==> config.mk <==
export PLATFORM = sky130hd
export DESIGN_NAME = ncc_yiq_texel_decoder
export DESIGN_NICKNAME = d
export VERILOG_FILES = /design/src/rtl/core/nyd_pkg.sv /design/src/rtl/core/nyd_table.sv /design/src/rtl/core/ncc_yiq_texel_decoder.sv
export SDC_FILE = /design/constraint.sdc
export NUM_CORES = 1
export LEC_CHECK = 0
export ABC_AREA = 0
export ABC_CLOCK_PERIOD_IN_PS = 7760
export BUFFER_PORTS_ARGS = -buffer_cell sky130_fd_sc_hd__buf_2
export CAP_MARGIN = 20
export CORE_MARGIN = 10
export CORE_UTILIZATION = 30
export CTS_CLUSTER_SIZE = 30
export DETAILED_ROUTE_END_ITERATION = 10
export SYNTH_ARGS = -nofsm -noshare
export SYNTH_HDL_FRONTEND = slang
export SYNTH_SLANG_ARGS = --single-unit
export TNS_END_PERCENT = 20
==> constraint.sdc <==
create_clock -name aclk -period 7.76 [get_ports aclk]
set_clock_uncertainty 0.05 [all_clocks]
set_input_delay 2.328 -clock aclk [delete_from_list [all_inputs] [get_ports aclk]]
set_output_delay 2.328 -clock aclk [all_outputs]
set_load 0.02 [all_outputs]
==> src/rtl/core/nyd_pkg.sv <==
package nyd_pkg;

    // Command codes carried by s_command
    localparam logic CMD_CONVERT = 1'b0;
    localparam logic CMD_WRITE   = 1'b1;

    // Table slot map
    localparam logic [5:0] I_BASE   = 6'd16;
    localparam logic [5:0] Q_BASE   = 6'd28;
    localparam logic [5:0] SLOT_END = 6'd40;

    localparam int LUMA_ENTRIES = 16;
    localparam int CHROMA_ROWS  = 4;
    localparam int CHANNELS     = 3;

    localparam logic [7:0] ALPHA_OPAQUE = 8'hFF;
    localparam logic [7:0] CHAN_MAX     = 8'hFF;

    // Format mode codes
    localparam logic MODE_YIQ8    = 1'b0;
    localparam logic MODE_AYIQ844 = 1'b1;

    typedef struct packed {
        logic [1:0] row;
        logic [1:0] ch;
    } chroma_pos_t;

    // One table write, already decoded to its memory
    typedef struct packed {
        logic              luma_we;
        logic              i_we;
        logic              q_we;
        logic [3:0]        addr;   // luma index, or chroma row in [1:0]
        logic [1:0]        ch;
        logic signed [8:0] value;
    } tbl_wr_t;

    // Registered read data for one texel
    typedef struct packed {
        logic [7:0]      luma;
        logic [2:0][8:0] i_val;
        logic [2:0][8:0] q_val;
    } tbl_rd_t;

    // Chroma offset (slot minus base, 0..11) to row and channel
    function automatic chroma_pos_t chroma_pos(input logic [3:0] offset);
        chroma_pos_t pos;
        if (offset < 4'd3) begin
            pos.row = 2'd0;
            pos.ch  = offset[1:0];
        end else if (offset < 4'd6) begin
            pos.row = 2'd1;
            pos.ch  = 2'(offset - 4'd3);
        end else if (offset < 4'd9) begin
            pos.row = 2'd2;
            pos.ch  = 2'(offset - 4'd6);
        end else begin
            pos.row = 2'd3;
            pos.ch  = 2'(offset - 4'd9);
        end
        return pos;
    endfunction

endpackage

==> src/rtl/core/nyd_table.sv <==
// Decode table: one luma memory and one small memory per chroma channel,
// so each texel reads every memory at a single address.
module nyd_table (
    input  logic              aclk,
    input  nyd_pkg::tbl_wr_t  wr,
    input  logic              rd_en,
    input  logic [3:0]        rd_luma_idx,
    input  logic [1:0]        rd_i_row,
    input  logic [1:0]        rd_q_row,
    output nyd_pkg::tbl_rd_t  rd_data
);

    logic [7:0]        luma_mem [nyd_pkg::LUMA_ENTRIES];
    logic signed [8:0] i_mem    [nyd_pkg::CHANNELS][nyd_pkg::CHROMA_ROWS];
    logic signed [8:0] q_mem    [nyd_pkg::CHANNELS][nyd_pkg::CHROMA_ROWS];

    nyd_pkg::tbl_rd_t rd_data_reg;

    always_ff @(posedge aclk) begin
        if (wr.luma_we) begin
            luma_mem[wr.addr] <= wr.value[7:0];
        end
        if (rd_en) begin
            rd_data_reg.luma <= luma_mem[rd_luma_idx];
        end
        for (int c = 0; c < nyd_pkg::CHANNELS; c++) begin
            if (wr.i_we && wr.ch == 2'(c)) begin
                i_mem[c][wr.addr[1:0]] <= wr.value;
            end
            if (wr.q_we && wr.ch == 2'(c)) begin
                q_mem[c][wr.addr[1:0]] <= wr.value;
            end
            if (rd_en) begin
                rd_data_reg.i_val[c] <= i_mem[c][rd_i_row];
                rd_data_reg.q_val[c] <= q_mem[c][rd_q_row];
            end
        end
    end

    assign rd_data = rd_data_reg;

endmodule

==> src/rtl/core/ncc_yiq_texel_decoder.sv <==
// NCC (YIQ 4:2:2) texel decoder. Each input word is either a table write
// (s_command high: slot 0-15 luma, 16-27 I, 28-39 Q, others dropped) or a
// texel to convert (s_command low). A converted texel yields one 32-bit
// color word {alpha, blue, green, red}; each channel is luma + I + Q clamped
// to 0..255, and alpha is 0xFF, or texel[15:8] when format_mode is 1.
// Throughput is one word per cycle for writes and converts alike, mixed in
// any order, while the output is not stalled. Two register stages: the table
// read register loads at the edge that accepts the texel, and the add/clamp
// loads the output register from it once that register is empty or being
// drained; the color word then shows on m_color_word.
// Table entries power up undefined and are not cleared;
// load every entry a texel will use before converting. format_mode may be
// changed only while no texel is in flight.
module ncc_yiq_texel_decoder (
    input  logic               aclk,
    input  logic               aresetn,
    // configuration
    input  logic               cfg_wr_en,
    input  logic               cfg_wr_data,
    // input words
    input  logic               s_valid,
    output logic               s_ready,
    input  logic               s_command,
    input  logic [15:0]        s_texel,
    input  logic [5:0]         s_table_slot,
    input  logic signed [8:0]  s_table_value,
    input  logic               s_last_texel,
    // result words
    output logic               m_valid,
    input  logic               m_ready,
    output logic [31:0]        m_color_word,
    output logic               m_last_pixel
);

    // Configuration
    logic format_mode_reg;

    always_ff @(posedge aclk) begin
        if (!aresetn) begin
            format_mode_reg <= nyd_pkg::MODE_YIQ8;
        end else if (cfg_wr_en) begin
            format_mode_reg <= cfg_wr_data;
        end
    end

    // Handshake and pipeline control
    logic s_accept;
    logic out_free;
    logic s1_free;

    logic s1_valid_reg, s1_valid_next;
    logic m_valid_reg,  m_valid_next;

    assign out_free = !m_valid_reg || m_ready;
    // Stage 1 moves whenever it is empty or the output register can take its word,
    // so a new word enters stage 1 while a finished color waits only if stage 1 is empty.
    assign s1_free  = !s1_valid_reg || out_free;
    assign s_ready  = s1_free;
    assign s_accept = s_valid && s_ready;

    // Table write decode. Each word is either a write or a convert, so a texel's read
    // never meets a write to the same entry in the same cycle; a write lands at
    // its accept edge and the next texel already reads the new value.
    nyd_pkg::tbl_wr_t    tbl_wr;
    nyd_pkg::chroma_pos_t i_pos;
    nyd_pkg::chroma_pos_t q_pos;
    logic                is_write;

    assign is_write = s_accept && (s_command == nyd_pkg::CMD_WRITE);
    assign i_pos    = nyd_pkg::chroma_pos(4'(s_table_slot - nyd_pkg::I_BASE));
    assign q_pos    = nyd_pkg::chroma_pos(4'(s_table_slot - nyd_pkg::Q_BASE));

    always_comb begin
        tbl_wr.luma_we = is_write && (s_table_slot < nyd_pkg::I_BASE);
        tbl_wr.i_we    = is_write && (s_table_slot >= nyd_pkg::I_BASE)
                                  && (s_table_slot < nyd_pkg::Q_BASE);
        tbl_wr.q_we    = is_write && (s_table_slot >= nyd_pkg::Q_BASE)
                                  && (s_table_slot < nyd_pkg::SLOT_END);
        tbl_wr.value   = s_table_value;
        priority if (s_table_slot < nyd_pkg::I_BASE) begin
            tbl_wr.addr = s_table_slot[3:0];
            tbl_wr.ch   = 2'd0;
        end else if (s_table_slot < nyd_pkg::Q_BASE) begin
            tbl_wr.addr = {2'b00, i_pos.row};
            tbl_wr.ch   = i_pos.ch;
        end else begin
            tbl_wr.addr = {2'b00, q_pos.row};
            tbl_wr.ch   = q_pos.ch;
        end
    end

    // Table memories; the read register doubles as stage 1 data
    nyd_pkg::tbl_rd_t tbl_rd;

    nyd_table u_table (
        .aclk        (aclk),
        .wr          (tbl_wr),
        .rd_en       (s1_free),
        .rd_luma_idx (s_texel[7:4]),
        .rd_i_row    (s_texel[3:2]),
        .rd_q_row    (s_texel[1:0]),
        .rd_data     (tbl_rd)
    );

    // Stage 1 side data: alpha and block-end flag travel with the read
    logic [7:0] s1_alpha_reg, s1_alpha_next;
    logic       s1_last_reg,  s1_last_next;

    always_comb begin
        s1_valid_next = s1_valid_reg;
        s1_alpha_next = s1_alpha_reg;
        s1_last_next  = s1_last_reg;
        if (s1_free) begin
            s1_valid_next = s_accept && (s_command == nyd_pkg::CMD_CONVERT);
            s1_alpha_next = (format_mode_reg == nyd_pkg::MODE_AYIQ844) ?
                            s_texel[15:8] : nyd_pkg::ALPHA_OPAQUE;
            s1_last_next  = s_last_texel;
        end
    end

    // Sum and clamp per channel: 8-bit unsigned luma plus two signed 9-bit
    // chroma terms fits in 11 signed bits.
    function automatic logic [7:0] clamp_sum(input logic signed [10:0] sum);
        logic [7:0] res;
        priority if (sum[10]) begin
            res = 8'd0;
        end else if (sum[9:8] != 2'b00) begin
            res = nyd_pkg::CHAN_MAX;
        end else begin
            res = sum[7:0];
        end
        return res;
    endfunction

    logic [2:0][7:0] chan;

    always_comb begin
        for (int c = 0; c < nyd_pkg::CHANNELS; c++) begin
            chan[c] = clamp_sum($signed({3'b000, tbl_rd.luma})
                                + 11'($signed(tbl_rd.i_val[c]))
                                + 11'($signed(tbl_rd.q_val[c])));
        end
    end

    // Output register: load when empty or being drained
    logic [31:0] m_color_reg, m_color_next;
    logic        m_last_reg,  m_last_next;

    always_comb begin
        m_valid_next = m_valid_reg;
        m_color_next = m_color_reg;
        m_last_next  = m_last_reg;
        if (out_free) begin
            m_valid_next = s1_valid_reg;
            m_color_next = {s1_alpha_reg, chan[2], chan[1], chan[0]};
            m_last_next  = s1_last_reg;
        end
    end

    always_ff @(posedge aclk) begin
        if (!aresetn) begin
            s1_valid_reg <= 1'b0;
            m_valid_reg  <= 1'b0;
        end else begin
            s1_valid_reg <= s1_valid_next;
            m_valid_reg  <= m_valid_next;
        end
    end

    always_ff @(posedge aclk) begin
        s1_alpha_reg <= s1_alpha_next;
        s1_last_reg  <= s1_last_next;
        m_color_reg  <= m_color_next;
        m_last_reg   <= m_last_next;
    end

    assign m_valid      = m_valid_reg;
    assign m_color_word = m_color_reg;
    assign m_last_pixel = m_last_reg;

endmodule

==> results of run 1 <==
## synthesized netlist by cell type, types with 3 or more instances
master / n
mux4_2: 94
buf_1: 3
dfxtp_1: 3
xnor2_1: 5
a21boi_0: 3
nand2b_1: 18
o21ai_0: 30
a21o_1: 7
nor2_1: 54
xor2_1: 10
nand4_1: 6
inv_1: 48
clkbuf_1: 9
ha_1: 38
edfxtp_1: 448
mux2i_1: 4
a211oi_1: 8
fa_1: 27
nor2b_1: 8
a21oi_1: 23
a31oi_1: 4
o21a_1: 8
o31ai_1: 3
o211ai_1: 4
o31a_1: 3
o32ai_2: 3
and3_1: 3
nor3_1: 7
nand2_1: 9
buf_2: 13
## cells in the final DEF, fill, tap and decap left out, types with 3 or more instances in the layout
cell       count
buf_2         73
nand2b_1      17
nor2_1        54
a21oi_1       23
clkinv_1      12
xor2_1        10
a21o_1         7
o31a_1         3
nor3_1         7
a21boi_0       3
clkinv_2       4
o31ai_1        3
a211oi_1       8
xnor2_1        5
dfxtp_1        3
o211ai_1       4
inv_1         48
edfxtp_1     448
nand2_1        9
o32ai_2        3
o21ai_0       30
and3_1         3
mux2i_1        4
o21a_1         8
clkbuf_1       9
mux4_2        94
clkbuf_16     45
ha_1          38
a31oi_1        4
inv_6          4
nor2b_1        8
fa_1          27
nand4_1        6
## cell families after synthesis
family	Yosys count	synth area share
flops	451	0.730
simple gates	119	0.0319
compound gates	112	0.0412
mux	99	0.117
buf+inv	76	0.0172
fa+ha+maj	65	0.0549
xor+xnor	15	0.00710
## power by group through the flow
stage               sequential, mW  clock, mW  combinational, mW
global placement              2.89          0              0.699
finish                        2.84       1.99              0.699
detailed placement            2.89          0              0.705
CTS                           2.84       2.05              0.708
global route                  2.85       2.15              0.784
floorplan                     2.96          0              0.401
## metal layers
metal / global-route usage / wire (um)
met5: 0 / 18
met4: 0.0282 / 692
met3: 0.0277 / 2320
met2: 0.168 / 17400
met1: 0.143 / 17000
## worst register-to-register path: stages, from the launching register on
cell	delay [ns]
edfxtp_1	0.62
fa_1	0.53
ha_1	0.32
a211oi_1	0.33
o211ai_1	0.20
a31oi_1	0.55
nor2_1	0.10
o21ai_1	0.26
o21ai_0	0.20
## stage by stage
stage	utilization	worst slack [ns]	power, mW	hold WS, ns	area [um^2]
6_report	0.347	2.32	5.52	0.368	21000
4_1_cts	0.347	2.28	5.60	0.370	21000
3_5_place_dp	0.325	2.10	3.60	0.356	19700
3_3_place_gp	0.325	2.30	3.59	0.352	19700
5_1_grt	0.347	2.26	5.78	0.375	21000
2_1_floorplan	-	1.24	3.36	0.350	18500
## final timing paths
| check | from | endpoint | slack (ns) | cells after the start |
|---|---|---|---|---|
| max | m_ready | s_ready | 2.32 | 3 |
| min | s1_alpha_reg[1] | m_color_word[25] | 0.37 | 0 |
| max reg2reg | u_table.rd_data[56] | m_color_word[2] | 4.31 | 8 |
| min reg2reg | s1_alpha_reg[1] | m_color_word[25] | 0.37 | 0 |
## cell type report
type | count | area share
timing repair buffer | 75 | 0.0181
multi-input combinational | 410 | 0.222
sequential | 451 | 0.642
clock buffer | 54 | 0.0551
tap | 782 | 0.0465
inverter | 48 | 0.00856
clock inverter | 25 | 0.00773
==> flow_metrics.py, run 1 <==
metrics = {
    "global_routing": {
        "grt_pass1_vias": 9030,
        "grt_start_max_net_pins": 72,
        "grt_pass1_wl_mm": 57.9,
        "grt_use_total": 0.106,
        "antenna_found_initial": 1,
        "grt_overflow": 0,
    },
    "setup_path": {
        "worst-path-buf-inv": 2,
        "worst_ep_required_time_ns": 5.38,
        "crit_top_cell": "buf_2",
        "crit_type": "input pin to output port",
        "setup.worst_path.start_class": "input pin",
        "critPathTopFamily": "buffers and inverters",
        "critPathArrivalTime_ns": 3.06,
        "max_stage_delay_ns": 0.35,
        "crit_path_top_delay_cell": "nand3b_1",
        "cp_max_fo": 4,
        "cp_cell_sequence": "buf_2 > nand3b_1 > buf_2",
        "cp-end-kind": "output port",
    },
    "sta": {
        "min_period_over_period": 0.701,
        "slew_viol_final": 0,
        "tns_ns": 0,
        "worst_pin_slew_ns": 0.942,
        "max_freq_ghz": 0.184,
        "hold_violations": 0,
        "maxSlewHeadroom": 0.372,
        "setup_violations": 0,
        "fin_crit_ns": 5.44,
        "grt_setup_unrepaired": "false",
    },
    "route": {
        "drt-total-wl_mm": 37.5,
        "wl_per_cell_um": 20.3,
        "drt_first_pass_iters": 5,
        "via_per_inst": 4.74,
        "drc": 0,
        "drt_iter0_drc": 475,
        "num_vias": 8754,
        "ant_nets": 0,
    },
    "power": {
        "ir_drop_mv": 0.140,
        "swShare": 0.246,
        "p_int_mw": 4.16,
        "clkPwrFrac": 0.360,
        "pwr-share-comb": 0.127,
        "switchingPower_mw": 1.36,
        "leakage_nw": 6.92,
        "pwr-share-seq": 0.514,
        "powerDensity_mw_per_mm2": 262,
    },
    "clocking": {
        "cts_setup_buffers": 0,
        "ctsResizeCount": 0,
        "numCtsBuffers": 44,
        "cts.sinks": 451,
        "cts_root_buf": "clkbuf_16",
        "clk_path_buf_depth": 3,
        "postCtsHoldBufs": 0,
        "cts_tree": "built",
        "worstSkewPairLatency_ns": 0.57,
        "clk_pin_slew_worst_paths_ns": 0.06,
        "h-tree-depth": 2,
    },
    "layout": {
        "nNetsFinal": 1134,
        "largest_reg_flops": 128,
        "instances_no_fill": 1845,
        "num_antenna_cells": 0,
        "regMostFlops": "u_table.luma_mem",
        "seq_area_mm2": 0.0135,
        "drive_gt1_frac": 0.223,
        "area_delta_synth_final_pct": 13.8,
        "multi_input_area_mm2": 0.00467,
        "fillers": 5619,
    },
    "synthesis": {
        "synth_warnings": 0,
        "synthCells": 937,
        "synth-seq-cells": 451,
        "syn_avg_cell_area_um2": 19.7,
        "synth_top_area_cell": "edfxtp_1",
        "synth_cell_types": 56,
        "synth_top_area_frac": 0.727,
        "syn_area_mm2": 0.0185,
        "seq_area_frac_synth": 0.730,
        "synth-edff-count": 448,
        "async_flop_share": 0,
        "synth_area_leaders": "edfxtp_1 (73%), mux4_2 (11%), fa_1 (2.9%), ha_1 (2.6%), nor2_1 (1.1%)",
        "synth_ff_type": "edfxtp_1",
        "syn_nets": 1041,
    },
    "floorplanning": {
        "core_area_mm2": 0.0607,
        "start_util": 0.305,
        "die_y_um": 268,
        "rows": 90,
        "io_pins": 74,
        "die_w_um": 268,
        "die_area_mm2": 0.0720,
    },
    "placed_design": {
        "port_buffers": 73,
        "gp_congestion": 0.784,
        "dp_cells": 1766,
        "dpl.hpwl_mm": 24.7,
    },
    "hold_path": {
        "hold_path.class": "register to register",
    },
    "run": {
        "cap_violations": 0,
    },
    "outcome": {
        "status": "finished clean",
    },
}
Power figures use the tool's default switching activity.
==> inputs of run 2 (changes only) <==
Settings changed: ABC_AREA 0 to 1, ABC_CLOCK_PERIOD_IN_PS 7760 to 5600.
Clock period 7.76 ns to 5.6 ns, I/O delays scaled along.
==> flow_metrics.py, run 2 <==
metrics = {
    "global_routing": {
        "grt_pass1_wl_mm": 69.5,
        "antenna_found_initial": 7,
        "grt_start_max_net_pins": 102,
        "grt_overflow": 0,
        "grt_use_total": 0.122,
        "grt_pass1_vias": 11336,
    },
    "synthesis": {
        "synthMuxAreaShare": 0.0140,
        "synth_top_area_frac": 0.699,
        "syn_nets": 1591,
        "synth_top_area_cell": "edfxtp_1",
        "synth_warnings": 0,
        "seq_area_frac_synth": 0.702,
        "synth-seq-cells": 451,
        "synth-edff-count": 448,
        "synth_simple_gate_area_frac": 0.0937,
        "synth_cell_types": 35,
        "synth_top_family_by_area": "simple AND/OR/NAND/NOR gates",
        "synthCells": 1487,
        "synth.most_common_cell": "edfxtp_1",
        "synth_compound_gate_area_share": 0.0880,
        "synth_xor_area_frac": 0.00410,
        "syn_area_mm2": 0.0192,
        "synth_area_leaders": "edfxtp_1 (70%), o21ai_0 (4.0%), nor2_1 (3.3%), inv_1 (3.1%), fa_1 (2.8%)",
        "synth_fa_ha_area_frac": 0.0528,
        "synth_ff_type": "edfxtp_1",
        "syn_avg_cell_area_um2": 12.9,
        "async_flop_share": 0,
        "synth_common_cells": "edfxtp_1 (448), nor2_1 (168), inv_1 (161)",
    },
    "placed_design": {
        "dpl.hpwl_mm": 30.2,
        "port_buffers": 73,
        "place_area_mm2": 0.0205,
        "gp_congestion": 0.830,
    },
    "outcome": {
        "status": "finished clean",
    },
    "setup_path": {
        "cp_cell_sequence": "buf_2 > inv_1 > nand3_4 > buf_2",
        "startpoint": "m_ready",
        "worst_ep_required_time_ns": 3.87,
        "critPathArrivalTime_ns": 2.23,
        "crit_type": "input pin to output port",
        "crit_top_cell": "buf_2",
        "crit_path_top_delay_cell": "buf_2",
        "cp_max_fo": 6,
        "setup.worst_path.start_class": "input pin",
        "rrSetupSlack_ns": 2.72,
        "worst-path-buf-inv": 3,
        "critPathTopFamily": "buffers and inverters",
        "timing.rr.start": "u_table.rd_data[10]",
        "cp-end-kind": "output port",
        "max_stage_delay_ns": 0.21,
    },
    "sta": {
        "slew_viol_final": 0,
        "min_period_over_period": 0.707,
        "fin_crit_ns": 3.96,
        "max_freq_ghz": 0.252,
        "worst_pin_slew_ns": 1.06,
        "setup_violations": 0,
        "grt_setup_unrepaired": "false",
        "maxSlewHeadroom": 0.293,
        "hold_violations": 0,
        "tns_ns": 0,
    },
    "floorplanning": {
        "rows": 92,
        "core_area_mm2": 0.0633,
        "start_util": 0.304,
        "die_y_um": 273,
        "die_area_mm2": 0.0747,
        "die_w_um": 273,
        "io_pins": 74,
    },
    "hold_path": {
        "hold_path.class": "register to register",
        "hp-start": "s1_alpha_reg[1]",
    },
    "route": {
        "drc": 0,
        "met2_wirelength_mm": 20.8,
        "met1_length_mm": 20.6,
        "ant_nets": 0,
        "drt_first_pass_iters": 5,
        "drt_iter0_drc": 1282,
        "wl_met3_mm": 3.33,
        "top_layer": "met5",
        "num_vias": 11571,
        "drt-total-wl_mm": 46.0,
        "wl_per_cell_um": 18.9,
        "via_per_inst": 4.75,
    },
    "clocking": {
        "ctsResizeCount": 0,
        "cts_setup_buffers": 0,
        "cts_tree": "built",
        "clk_path_buf_depth": 3,
        "clk_pin_slew_worst_paths_ns": 0.06,
        "h-tree-depth": 2,
        "cts_root_buf": "clkbuf_16",
        "cts.sinks": 451,
        "postCtsHoldBufs": 0,
        "numCtsBuffers": 45,
        "worstSkewPairLatency_ns": 0.60,
    },
    "run": {
        "cap_violations": 0,
    },
    "layout": {
        "largest_reg_flops": 128,
        "layout_commonest_cell": "edfxtp_1",
        "final_area_mm2": 0.0220,
        "area_delta_synth_final_pct": 14.3,
        "drive_gt1_frac": 0.114,
        "nNetsFinal": 1662,
        "fillers": 6185,
        "fin_util": 0.347,
        "final_cell_mix": "edfxtp_1 (448), nor2_1 (168), inv_1 (161)",
        "regMostFlops": "u_table.luma_mem",
    },
    "power": {
        "power_mw": 8.20,
        "powerDensity_mw_per_mm2": 373,
        "leakage_nw": 8.01,
        "ir_drop_mv": 0.264,
    },
}
-- run 2: changes by cell type in the layout (fill, tap and decap cells not counted), sizes merged, moves of 52 or more --
cell | previous run | this run
mux4 | 94 | 0
o21ai | 32 | 156
inv | 52 | 167
nand3 | 1 | 71
nand2 | 9 | 147
o22ai | 2 | 54
nor2 | 54 | 172
-- run 2: power breakdown --
group          internal [mW]  switching [mW]  total (mW)
logic                  0.377           0.817        1.19
registers               3.88          0.0665        3.95
clock network           1.76            1.29        3.06
total                   6.02            2.18        8.20
-- run 2: logic make-up (layout without fill, tap and decap cells) --
| kind of cell | Yosys count | after routing |
|---|---|---|
| multiplexers | 27 | 27 |
| adder cells (fa/ha/maj) | 65 | 65 |
| XOR/XNOR | 9 | 9 |
| other | 0 | 1 |
| AND/OR/NAND/NOR | 414 | 414 |
| buffers and inverters | 225 | 327 |
| AO/OA/AOI/OAI | 296 | 296 |
| flip-flops | 451 | 451 |
-- run 2: final timing paths --
kind                      endpoint  cells past startpoint
hold / removal    m_color_word[25]                      0
hold reg to reg   m_color_word[25]                      0
setup / recovery           s_ready                      4
setup reg to reg  m_color_word[14]                     14
-- run 2: area by class of cell --
class,count,area [um^2],share of cell area
antenna,1,2.50,0.000114
timing repair buffer,79,413,0.0188
clock inverter,28,348,0.0158
multi-input combinational,811,4870,0.222
inverter,170,639,0.0291
sequential,451,13500,0.614
clock buffer,50,1140,0.0521
tap,846,1060,0.0481
-- run 2: layer usage --
layer / vias to the layer above / track usage
met3: 89 / 0.0279
met4: 10 / 0.0400
met1: 5575 / 0.165
li1: 5442 / -
met2: 455 / 0.189
met5: - / 0
-- run 2: stage by stage --
stage	hold slack (ns)	cells	setup slack (ns)
final	0.367	2436	1.64
after global routing	0.378	2435	1.57
after CTS	0.370	2435	1.61
after detailed placement	0.356	2357	1.41
after global placement	0.351	2357	1.46
after floorplan	0.350	1487	0.313
==> inputs of run 3 (changes only) <==
Settings changed: ABC_CLOCK_PERIOD_IN_PS 5600 to 3500.
Clock period 5.6 ns to 3.5 ns, I/O delays scaled along.
==> flow_metrics.py, run 3 (synthesis results as in run 2) <==
metrics = {
    "setup_path": {
        "rrSetupSlack_ns": 0.57,
        "worst_ep_required_time_ns": 3.76,
        "max_stage_delay_ns": 0.57,
        "reg2regPathDepth": 14,
        "critPathArrivalTime_ns": 3.19,
        "timing.rr.start": "u_table.rd_data[19]",
        "setup.worst_path.start_class": "register",
        "timing.rr.end": "m_color_word[20]",
        "cp-end-kind": "register",
        "crit_path_top_delay_cell": "fa_1",
        "cp_max_fo": 8,
        "crit_top_cell": "nand2_1",
        "crit_type": "register to register",
        "cp_cell_sequence": "fa_1 > ha_1 > inv_1 > fa_1 > inv_1 > nand3_1 > nand2_1 > nand2_1 > nand2_1 > nand2_1 > nand2_1 > nand3_1 > nand2_1 > inv_1",
    },
    "route": {
        "via_per_inst": 4.69,
        "drt-total-wl_mm": 46.6,
        "ant_nets": 0,
        "drt_iter0_drc": 1220,
        "num_vias": 11730,
        "wl_per_cell_um": 18.6,
        "drc": 0,
        "drt_first_pass_iters": 5,
    },
    "floorplanning": {
        "rows": 92,
        "die_y_um": 273,
        "die_w_um": 273,
        "io_pins": 74,
        "start_util": 0.304,
        "core_area_mm2": 0.0633,
        "die_area_mm2": 0.0747,
    },
    "layout": {
        "area_delta_synth_final_pct": 17.1,
        "layout_commonest_cell": "edfxtp_1",
        "nNetsFinal": 1722,
        "fillers": 6152,
        "drive_gt1_frac": 0.147,
        "multi_input_area_mm2": 0.00487,
        "num_antenna_cells": 0,
        "largest_reg_flops": 128,
        "final_cell_mix": "edfxtp_1 (448), nor2_1 (168), inv_1 (161)",
        "seq_area_mm2": 0.0135,
        "regMostFlops": "u_table.luma_mem",
    },
    "clocking": {
        "cts_root_buf": "clkbuf_16",
        "worstSkewPairLatency_ns": 0.62,
        "ctsResizeCount": 0,
        "cts_tree": "built",
        "numCtsBuffers": 47,
        "postCtsHoldBufs": 0,
        "cts_setup_buffers": 0,
        "clk_pin_slew_worst_paths_ns": 0.06,
        "h-tree-depth": 2,
        "cts.sinks": 451,
        "clk_path_buf_depth": 3,
    },
    "power": {
        "ir_drop_mv": 0.426,
        "power_mw": 13.3,
        "powerDensity_mw_per_mm2": 590,
        "leakage_nw": 8.37,
    },
    "sta": {
        "tns_ns": 0,
        "hold_violations": 0,
        "min_period_over_period": 0.837,
        "fin_crit_ns": 2.93,
        "max_freq_ghz": 0.342,
        "grt_setup_unrepaired": "false",
        "hold_ws_ns": 0.367,
        "maxSlewHeadroom": 0.384,
        "slew_viol_final": 0,
        "setup_violations": 0,
        "worst_pin_slew_ns": 0.924,
    },
    "placed_design": {
        "dpl.hpwl_mm": 32.3,
        "gp_congestion": 0.877,
        "port_buffers": 73,
    },
    "hold_path": {
        "min_path_cells": 0,
        "hp-start": "s1_alpha_reg[2]",
        "hold_path.class": "register to register",
        "hold-path-endpoint": "m_color_word[26]",
    },
    "run": {
        "cap_violations": 0,
    },
    "global_routing": {
        "grt_pass1_wl_mm": 70.6,
        "grt_pass1_vias": 11491,
        "grt_start_max_net_pins": 69,
        "grt_overflow": 0,
        "grt_use_total": 0.122,
        "antenna_found_initial": 2,
    },
    "outcome": {
        "status": "finished clean",
    },
}
## run 3: cell count changes in the layout (fill, tap and decap cells not counted)
cell        before  now
inv_8            0    1
clkinv_2         7   10
buf_4            7   64
clkinv_1        10   13
diode_2          1    0
buf_12           0    1
clkinvlp_4       3    1
clkinv_8         2    0
clkinv_16        1    3
clkbuf_16       45   47
inv_6            1    3
bufinv_16        6    5
## run 3: cell type report
class                   count  area share
inverters                 170      0.0284
flip-flops and latches    451       0.600
clock inverters            34      0.0171
well taps                 846      0.0470
multi-input cells         811       0.216
clock buffers              52      0.0530
repair buffers            137      0.0382
## run 3: how the worst max path moves through the flow
stage                        start              endpoint  slack [ns]  cells after the start
2_1_floorplan              m_ready   u_table.q_mem[0][0]        0.27                      6
3_3_place_gp       s_table_slot[2]  u_table.q_mem[0][96]         0.1                     12
3_5_place_dp       s_table_slot[2]  u_table.q_mem[0][96]        0.02                     12
4_1_cts        u_table.rd_data[19]      m_color_word[20]        0.59                     14
5_1_grt        u_table.rd_data[10]      m_color_word[15]        0.40                     14
6_report       u_table.rd_data[19]      m_color_word[20]        0.57                     14
## run 3: layer usage
metal  vias to the layer above  wire [um]  track usage
li1                       5563          -            -
met1                      5646      21100        0.170
met2                       442      21000        0.189
met3                        77       3490       0.0248
met4                         2        976       0.0359
met5                         -          8            0
## run 3: stage by stage
step | util | std cells | worst slack, ns | instance area (um^2)
after floorplan | - | 1487 | 0.275 | 19300
after global placement | 0.331 | 2415 | 0.0962 | 20900
after detailed placement | 0.331 | 2415 | 0.0245 | 20900
after CTS | 0.356 | 2501 | 0.586 | 22500
after global routing | 0.356 | 2501 | 0.398 | 22500
final | 0.356 | 2501 | 0.572 | 22500
## run 3: critical path: cells and delay by family (launching register included)
family,cells,cell delay [ns]
DFF,1,0.50
buffers and inverters,3,0.17
adders and majority gates,3,1.13
and+or+nand+nor,8,0.77
## run 3: power by group
part | total [mW] | switching (mW) | internal (mW)
registers | 6.32 | 0.111 | 6.21
logic | 1.94 | 1.31 | 0.627
clock network | 5.03 | 2.15 | 2.88
total | 13.3 | 3.57 | 9.71
